--- src/sv/mck_pkg.sv ---
package mck_pkg;

    localparam int CODE_W   = 8;
    localparam int CNT_W    = 4;
    localparam int ECNT_W   = 5;
    localparam int PAT_W    = 8;
    localparam int DOT_W    = 16;
    localparam int FACTOR_W = 3;
    localparam int RUN_W    = 18;
    localparam int PROD_W   = DOT_W + FACTOR_W;

    localparam logic [RUN_W-1:0] RUN_MAX   = '1;
    localparam logic [DOT_W-1:0] DOT_RESET = 16'd100;

    typedef enum logic [1:0] {
        ST_OK      = 2'd0,
        ST_UNKNOWN = 2'd1,
        ST_DUP     = 2'd2
    } status_t;

    typedef enum logic [2:0] {
        S_IDLE,
        S_CHECK,
        S_LEAD,
        S_MARK,
        S_SPACE
    } state_t;

    typedef struct packed {
        logic              en;
        logic [CODE_W-1:0] code;
        logic [ECNT_W-1:0] count;
        logic [PAT_W-1:0]  pattern;
    } tbl_write_t;

    typedef struct packed {
        logic              hit;
        logic [ECNT_W-1:0] count;
        logic [PAT_W-1:0]  pattern;
    } tbl_entry_t;

endpackage

--- src/sv/mck_table.sv ---
module mck_table
    import mck_pkg::*;
#(
    parameter int MAX_SYMBOLS   = 8,
    parameter int CHAR_SET_SIZE = 256
) (
    input  logic              clk,
    input  logic              rst_n,
    input  logic              rd_en,
    input  logic [CODE_W-1:0] rd_code,
    input  tbl_write_t        wr,
    output tbl_entry_t        entry
);

    localparam int IW = (CHAR_SET_SIZE > 2) ? $clog2(CHAR_SET_SIZE) : 1;
    localparam int CW = $clog2(MAX_SYMBOLS + 1);

    logic [CW+PAT_W-1:0]      mem [CHAR_SET_SIZE];
    logic [CHAR_SET_SIZE-1:0] valid_reg;
    logic [CW+PAT_W-1:0]      rd_data_reg;
    logic                     rd_hit_reg;
    logic [IW-1:0]            rd_idx;
    logic [IW-1:0]            wr_idx;

    assign rd_idx = rd_code[IW-1:0];
    assign wr_idx = wr.code[IW-1:0];

    always_ff @(posedge clk or negedge rst_n)
    begin
        if (!rst_n)
        begin
            valid_reg <= '0;
        end
        else if (wr.en)
        begin
            valid_reg[wr_idx] <= 1'b1;
        end
    end

    always_ff @(posedge clk)
    begin
        if (wr.en)
        begin
            mem[wr_idx] <= {wr.count[CW-1:0], wr.pattern};
        end
    end

    always_ff @(posedge clk)
    begin
        if (rd_en)
        begin
            rd_data_reg <= mem[rd_idx];
            rd_hit_reg  <= valid_reg[rd_idx];
        end
    end

    assign entry.hit     = rd_hit_reg;
    assign entry.count   = ECNT_W'(rd_data_reg[CW+PAT_W-1:PAT_W]);
    assign entry.pattern = rd_data_reg[PAT_W-1:0];

endmodule

--- src/sv/mck_run_unit.sv ---
module mck_run_unit
    import mck_pkg::*;
(
    input  logic [FACTOR_W-1:0] factor,
    input  logic [DOT_W-1:0]    dot_time,
    output logic [RUN_W-1:0]    run
);

    logic [PROD_W-1:0] product;

    assign product = PROD_W'(factor) * PROD_W'(dot_time);
    assign run     = (product > PROD_W'(RUN_MAX)) ? RUN_MAX : product[RUN_W-1:0];

endmodule

--- src/sv/mck_seq.sv ---
module mck_seq
    import mck_pkg::*;
#(
    parameter int DASH_FACTOR   = 3,
    parameter int GAP_FACTOR    = 3,
    parameter int MAX_SYMBOLS   = 8,
    parameter int CHAR_SET_SIZE = 256
) (
    input  logic                clk,
    input  logic                rst_n,
    input  logic                start,
    input  logic                action,
    input  logic [CODE_W-1:0]   char_code,
    input  logic [CNT_W-1:0]    symbol_count,
    input  logic [PAT_W-1:0]    symbol_bits,
    input  logic                lead_gap,
    input  tbl_entry_t          entry,
    input  logic [RUN_W-1:0]    run,
    output logic                busy,
    output logic                rd_en,
    output logic [CODE_W-1:0]   rd_code,
    output tbl_write_t          wr,
    output logic [FACTOR_W-1:0] factor,
    output logic                result_strobe,
    output logic                level,
    output logic [RUN_W-1:0]    run_length,
    output logic [1:0]          status,
    output logic                last
);

    localparam int CW = $clog2(MAX_SYMBOLS + 1);

    state_t state_reg, state_next;

    logic              action_reg;
    logic [CODE_W-1:0] code_reg;
    logic [CNT_W-1:0]  count_in_reg;
    logic [PAT_W-1:0]  bits_reg;
    logic              lead_reg;

    logic [CW-1:0]     sym_count_reg, sym_count_next;
    logic [PAT_W-1:0]  pattern_reg, pattern_next;
    logic [CW-1:0]     sym_idx_reg, sym_idx_next;

    logic              strobe_reg, strobe_next;
    logic              level_reg, level_next;
    logic [RUN_W-1:0]  run_reg, run_next;
    status_t           status_reg, status_next;
    logic              last_reg, last_next;

    logic              accept;
    logic              in_range;
    logic              is_final;
    logic              is_dash;
    logic [ECNT_W-1:0] load_count;
    logic [PAT_W-1:0]  shifted;

    assign accept   = start && (state_reg == S_IDLE);
    assign busy     = (state_reg != S_IDLE);
    assign rd_en    = accept;
    assign rd_code  = char_code;
    assign in_range = ({1'b0, code_reg} < (CODE_W + 1)'(CHAR_SET_SIZE));
    assign is_final = (({1'b0, sym_idx_reg} + (CW + 1)'(1)) == {1'b0, sym_count_reg});
    assign shifted  = pattern_reg >> sym_idx_reg;
    assign is_dash  = shifted[0];

    always_comb
    begin
        load_count = ECNT_W'(count_in_reg);
        if (load_count == '0)
        begin
            load_count = ECNT_W'(1);
        end
        if (load_count > ECNT_W'(MAX_SYMBOLS))
        begin
            load_count = ECNT_W'(MAX_SYMBOLS);
        end
    end

    always_ff @(posedge clk)
    begin
        if (accept)
        begin
            action_reg   <= action;
            code_reg     <= char_code;
            count_in_reg <= symbol_count;
            bits_reg     <= symbol_bits;
            lead_reg     <= lead_gap;
        end
        sym_count_reg <= sym_count_next;
        pattern_reg   <= pattern_next;
        sym_idx_reg   <= sym_idx_next;
        level_reg     <= level_next;
        run_reg       <= run_next;
        status_reg    <= status_next;
        last_reg      <= last_next;
    end

    always_ff @(posedge clk or negedge rst_n)
    begin
        if (!rst_n)
        begin
            state_reg  <= S_IDLE;
            strobe_reg <= 1'b0;
        end
        else
        begin
            state_reg  <= state_next;
            strobe_reg <= strobe_next;
        end
    end

    always_comb
    begin
        state_next = state_reg;
        unique case (state_reg)
            S_IDLE:
            begin
                if (start)
                begin
                    state_next = S_CHECK;
                end
            end
            S_CHECK:
            begin
                if (action_reg && in_range && entry.hit)
                begin
                    state_next = lead_reg ? S_LEAD : S_MARK;
                end
                else
                begin
                    state_next = S_IDLE;
                end
            end
            S_LEAD:
            begin
                state_next = S_MARK;
            end
            S_MARK:
            begin
                state_next = S_SPACE;
            end
            S_SPACE:
            begin
                state_next = is_final ? S_IDLE : S_MARK;
            end
            default:
            begin
                state_next = S_IDLE;
            end
        endcase
    end

    always_comb
    begin
        sym_count_next = sym_count_reg;
        pattern_next   = pattern_reg;
        sym_idx_next   = sym_idx_reg;
        wr             = '0;
        factor         = FACTOR_W'(1);
        strobe_next    = 1'b0;
        level_next     = 1'b0;
        run_next       = run;
        status_next    = ST_OK;
        last_next      = 1'b0;
        unique case (state_reg)
            S_IDLE:
            begin
            end
            S_CHECK:
            begin
                run_next = '0;
                if (!in_range)
                begin
                    strobe_next = 1'b1;
                    status_next = ST_UNKNOWN;
                    last_next   = 1'b1;
                end
                else if (!action_reg)
                begin
                    strobe_next = 1'b1;
                    last_next   = 1'b1;
                    if (entry.hit)
                    begin
                        status_next = ST_DUP;
                    end
                    else
                    begin
                        wr.en      = 1'b1;
                        wr.code    = code_reg;
                        wr.count   = load_count;
                        wr.pattern = bits_reg;
                    end
                end
                else if (!entry.hit)
                begin
                    strobe_next = 1'b1;
                    status_next = ST_UNKNOWN;
                    last_next   = 1'b1;
                end
                else
                begin
                    sym_count_next = entry.count[CW-1:0];
                    pattern_next   = entry.pattern;
                    sym_idx_next   = '0;
                end
            end
            S_LEAD:
            begin
                factor      = FACTOR_W'(GAP_FACTOR);
                strobe_next = 1'b1;
            end
            S_MARK:
            begin
                factor      = is_dash ? FACTOR_W'(DASH_FACTOR) : FACTOR_W'(1);
                strobe_next = 1'b1;
                level_next  = 1'b1;
            end
            S_SPACE:
            begin
                factor       = is_final ? FACTOR_W'(GAP_FACTOR) : FACTOR_W'(1);
                strobe_next  = 1'b1;
                last_next    = is_final;
                sym_idx_next = sym_idx_reg + CW'(1);
            end
            default:
            begin
            end
        endcase
    end

    assign result_strobe = strobe_reg;
    assign level         = level_reg;
    assign run_length    = run_reg;
    assign status        = status_reg;
    assign last          = last_reg;

endmodule

--- src/sv/morse_character_keyer.sv ---
// Channel    Handshake                  Payload
// command    start, busy                action, char_code, symbol_count, symbol_bits, lead_gap
// result     result_strobe              level, run_length, status, last
// config     dot_time_we                dot_time_wdata
//
// A command is taken when start is high and busy is low. A load or a rejected send keeps
// the block busy in its check state only; a send of N symbols passes check, a lead state
// with a leading gap, then a mark and a space per symbol, each issuing one run per cycle
// through the shared run multiplier. Each result beat appears in the cycle after its step.
// Reset clears the table's valid marks and sets dot_time to 100.
// The receiver cannot stall: every result beat lasts exactly one cycle.
module morse_character_keyer
    import mck_pkg::*;
#(
    parameter int DASH_FACTOR   = 3,
    parameter int GAP_FACTOR    = 3,
    parameter int MAX_SYMBOLS   = 8,
    parameter int CHAR_SET_SIZE = 256
) (
    input  logic              clk,
    input  logic              rst_n,
    input  logic              start,
    output logic              busy,
    input  logic              action,
    input  logic [CODE_W-1:0] char_code,
    input  logic [CNT_W-1:0]  symbol_count,
    input  logic [PAT_W-1:0]  symbol_bits,
    input  logic              lead_gap,
    input  logic              dot_time_we,
    input  logic [DOT_W-1:0]  dot_time_wdata,
    output logic              result_strobe,
    output logic              level,
    output logic [RUN_W-1:0]  run_length,
    output logic [1:0]        status,
    output logic              last
);

    logic [DOT_W-1:0]    dot_time_reg, dot_time_next;
    logic                rd_en;
    logic [CODE_W-1:0]   rd_code;
    tbl_write_t          wr;
    tbl_entry_t          entry;
    logic [FACTOR_W-1:0] factor;
    logic [RUN_W-1:0]    run;

    always_comb
    begin
        dot_time_next = dot_time_reg;
        if (dot_time_we && (dot_time_wdata != '0))
        begin
            dot_time_next = dot_time_wdata;
        end
    end

    always_ff @(posedge clk or negedge rst_n)
    begin
        if (!rst_n)
        begin
            dot_time_reg <= DOT_RESET;
        end
        else
        begin
            dot_time_reg <= dot_time_next;
        end
    end

    mck_table #(
        .MAX_SYMBOLS   (MAX_SYMBOLS),
        .CHAR_SET_SIZE (CHAR_SET_SIZE)
    ) u_table (
        .clk     (clk),
        .rst_n   (rst_n),
        .rd_en   (rd_en),
        .rd_code (rd_code),
        .wr      (wr),
        .entry   (entry)
    );

    mck_run_unit u_run_unit (
        .factor   (factor),
        .dot_time (dot_time_reg),
        .run      (run)
    );

    mck_seq #(
        .DASH_FACTOR   (DASH_FACTOR),
        .GAP_FACTOR    (GAP_FACTOR),
        .MAX_SYMBOLS   (MAX_SYMBOLS),
        .CHAR_SET_SIZE (CHAR_SET_SIZE)
    ) u_seq (
        .clk           (clk),
        .rst_n         (rst_n),
        .start         (start),
        .action        (action),
        .char_code     (char_code),
        .symbol_count  (symbol_count),
        .symbol_bits   (symbol_bits),
        .lead_gap      (lead_gap),
        .entry         (entry),
        .run           (run),
        .busy          (busy),
        .rd_en         (rd_en),
        .rd_code       (rd_code),
        .wr            (wr),
        .factor        (factor),
        .result_strobe (result_strobe),
        .level         (level),
        .run_length    (run_length),
        .status        (status),
        .last          (last)
    );

endmodule
--- config.mk ---
export PLATFORM = sky130hd
export DESIGN_NAME = morse_character_keyer
export DESIGN_NICKNAME = d
export VERILOG_FILES = /design/src/sv/mck_pkg.sv /design/src/sv/mck_table.sv /design/src/sv/mck_run_unit.sv /design/src/sv/mck_seq.sv /design/src/sv/morse_character_keyer.sv
export SDC_FILE = /design/constraint.sdc
export NUM_CORES = 2
export LEC_CHECK = 0
export ABC_CLOCK_PERIOD_IN_PS = 40000
export CAP_MARGIN = 20
export CORE_UTILIZATION = 60
export CTS_CLUSTER_SIZE = 20
export DETAILED_ROUTE_END_ITERATION = 10
export DONT_BUFFER_PORTS = 1
export GPL_ROUTABILITY_DRIVEN = 0
export PLACE_DENSITY_LB_ADDON = 0.15
export SETUP_SLACK_MARGIN = 0.5
export SLEW_MARGIN = 20
export SYNTH_ARGS = -nofsm -noshare
export SYNTH_HDL_FRONTEND = slang
export SYNTH_SLANG_ARGS = --single-unit
export TNS_END_PERCENT = 5
--- constraint.sdc ---
create_clock -name clk -period 40 [get_ports clk]
set_input_delay 2 -clock clk [delete_from_list [all_inputs] [get_ports clk]]
set_output_delay 2 -clock clk [all_outputs]
set_load 0.005 [all_outputs]
==> impl_results.md <==
- Total power: 7620 µW
- WHS: 0.459 ns
- Largest family of logic cells by synthesized area: multiplexers
- Routed wire per std cell: 33.6 µm
- Simple-Gate Fraction of Synth Area: 3.12%
- Most frequent cells in the layout: edfxtp_1, mux4_2, clkbuf_16
- DR vias: 63900
- Synth area leaders: edfxtp_1, mux4_2, dfrtp_1, mux2i_1, or2_2
- CTS Buf Count: 350
- Status: finished, final reports clean
- Min-Delay Path Depth: 1
- Synth Area in XOR/XNOR: 0.0977%
- Hold Violations, Final: 0
- Initial DRC count: 7939
- Mapped Nets: 6149
- Initial antenna violation count: 6
- Worst-path maximum fanout: 152
- Leak: 0.0529 µW
- Initial core utilization: 60.6%
- Vias in the first global route: 64300
- CTS tree: built
- Total Routing Usage GR: 29.0%
- Final setup vio count: 0
- Min cycle time layout: 7.08 ns
- Post-synthesis async set-or-reset flop share: 8.07%
- Compound-Gate Fraction of Synth Area: 2.32%
- CP arrival: 7.77 ns
- Final Cycle Share: 17.7%
- TritonRoute pass-1 iters: 7
- Final #Nets: 6411
- Area leader, netlist: edfxtp_1
- Number of flops mapped to enable cells by yosys: 3123
- H-tree levels: 5
- Startpoint types: primary input
- #FFs+latches synth: 3421
- Largest net degree at the start of global routing: 886
- Least-Margin Pin Slew: 1.43 ns
- Global-route wire length before repair: 460000 µm
- Post-Syn Area: 132000 µm²
- Buffer depth of the longest clock path: 4
- Number of flip-flops under the largest register name: 3072
- Port bufs: 0
- RSZ-0062 raised after global routing: false
- Power density over the cells: 51.8 nW/µm²
- Max cap viols: 0
- Clock Sinks: 3421
- Placeable Area: 218000 µm²
- Adder-Cell Fraction of Synth Area: 0.309%
- Routed Wire Length: 318000 µm
- Placed wire-length estimate: 179000 µm
- Die ar.: 222000 µm²
- Cts hold-fix bufs: 0
- Clock latency on the worst-skew pair: 0.95 ns
- Boundary Pins: 66
- Setup TNS: 0 ns
- Clock-pin slew on the worst setup and hold paths: 0.06 ns
- Max-slew violation count: 0
- Post-route ant nets: 0
- Die Ht: 471 µm
- Synth top area share: 71.1%
- Global route overflow: 0
- Worst Hold Class: reg2reg
- Vias/cell: 6.76
- DRC violation count after routing: 0
- Mux cell area share after synthesis: 16.1%
- Final core occ: 67.6%
- Library cells used by synthesis: 64
- Max IR drop VDD: 0.0381 mV
- Die W: 471 µm
- Maximum clock frequency: 141 MHz
- Crit path capture type: flip-flop
- Post-synthesis instance total: 6075
- Clk_skew: 0.0551 ns
- Final setup margin: 32.92 ns
- CP Class: in2reg
- Reg2Reg Depth: 6
- Setup bufs post-CTS: 0
- Worst EP required: 40.69 ns
- Layout cells sized above 1: 29.9%
- Commonest non-fill, non-tap cell in the layout: edfxtp_1
- Core Rows: 171
- Pre-CTS worst setup slack: 34.38 ns
- CTS root buf: clkbuf_16
- Post_cts resized: 0
- Synth Flop Type: edfxtp_1
- Synth-to-layout area growth: 11.5%
- Yosys Warn Count: 0
- Synth Area per Inst: 21.7 µm²
- Normalized max-slew margin: 4.47%
- Register area share after synthesis: 76.6%
==> metal layers <==
metal	track usage, %	vias up	part of all wire (%)
met5	0	-	0.022
met4	9.49	10	3.5
met3	5.42	600	8.9
met2	46.1	3292	49
met1	41.3	34200	39
li1	-	25800	-
==> critical path, stage by stage <==
cell and delay [ns]:
buf_16 0.62, buf_16 0.60, buf_16 0.59, buf_16 0.78, mux4_2 0.62, mux4_2 0.53, a22o_1 0.29, nor4b_1 0.67
a31o_1 0.43, a31oi_1 0.08
==> layout make-up <==
cell class | count | area [µm²]
Fill cell | 13500 | 70700
Clock buffer | 467 | 9490
Multi-Input combinational cell | 2320 | 29400
Timing Repair Buffer | 235 | 2090
Sequential cell | 3421 | 101000
Clock inverter | 151 | 1370
Tap cell | 2854 | 3570
Inverter | 9 | 33.8
Antenna cell | 3 | 7.51
==> stage by stage <==
stage	instance area (µm²)	std cells
final	147000	9460
after CTS	147000	9441
after detailed placement	136000	8823
after global routing	147000	9459
after global placement	136000	8817
after floorplan	132000	6075
==> cell families after synthesis <==
group,count (synthesis)
XOR/XNOR,13
multiplexers,1043
buffers and inverters,334
flip-flops,3421
AO/OA/AOI/OAI,427
adder cells (fa/ha/maj),32
AND/OR/NAND/NOR,805
==> cell usage after synthesis, types with 15 or more instances <==
cell type,count
a211oi_1,22
a21oi_1,67
a22o_1,15
a22oi_1,156
a31oi_1,33
and2_1,21
buf_1,15
buf_2,108
buf_4,54
buf_6,36
clkbuf_1,112
dfrtp_1,273
dfxtp_1,22
edfxtp_1,3123
ha_1,31
mux2_2,22
mux2i_1,158
mux4_2,863
nand2_1,57
nand3_1,64
nor2_1,302
nor2b_1,33
o21ai_0,17
o221ai_1,54
o22ai_1,27
or2_1,54
or2_2,208
==> path summary, 6_finish.rpt <==
kind,slack (ns),startpoint,to
worst min register to register,0.46,u_table.valid_reg[116],u_table.valid_reg[116]
worst max-delay path,32.92,char_code[0],u_table.rd_data_reg[10]
max in group asynchronous,38.43,rst_n,u_table.valid_reg[54]
worst max register to register,34.76,u_seq.state_reg[2],u_table.mem[53][3]
worst min-delay path,0.46,u_table.valid_reg[116],u_table.valid_reg[116]
min in group asynchronous,0.78,rst_n,u_table.valid_reg[252]
==> where the power goes <==
group          switching, µW  leakage (µW)  internal, µW
Clock                   1310       0.00532          1820
Combinational            307        0.0113           143
Sequential              27.6        0.0363          4010
Power figures use the tool's default switching activity.
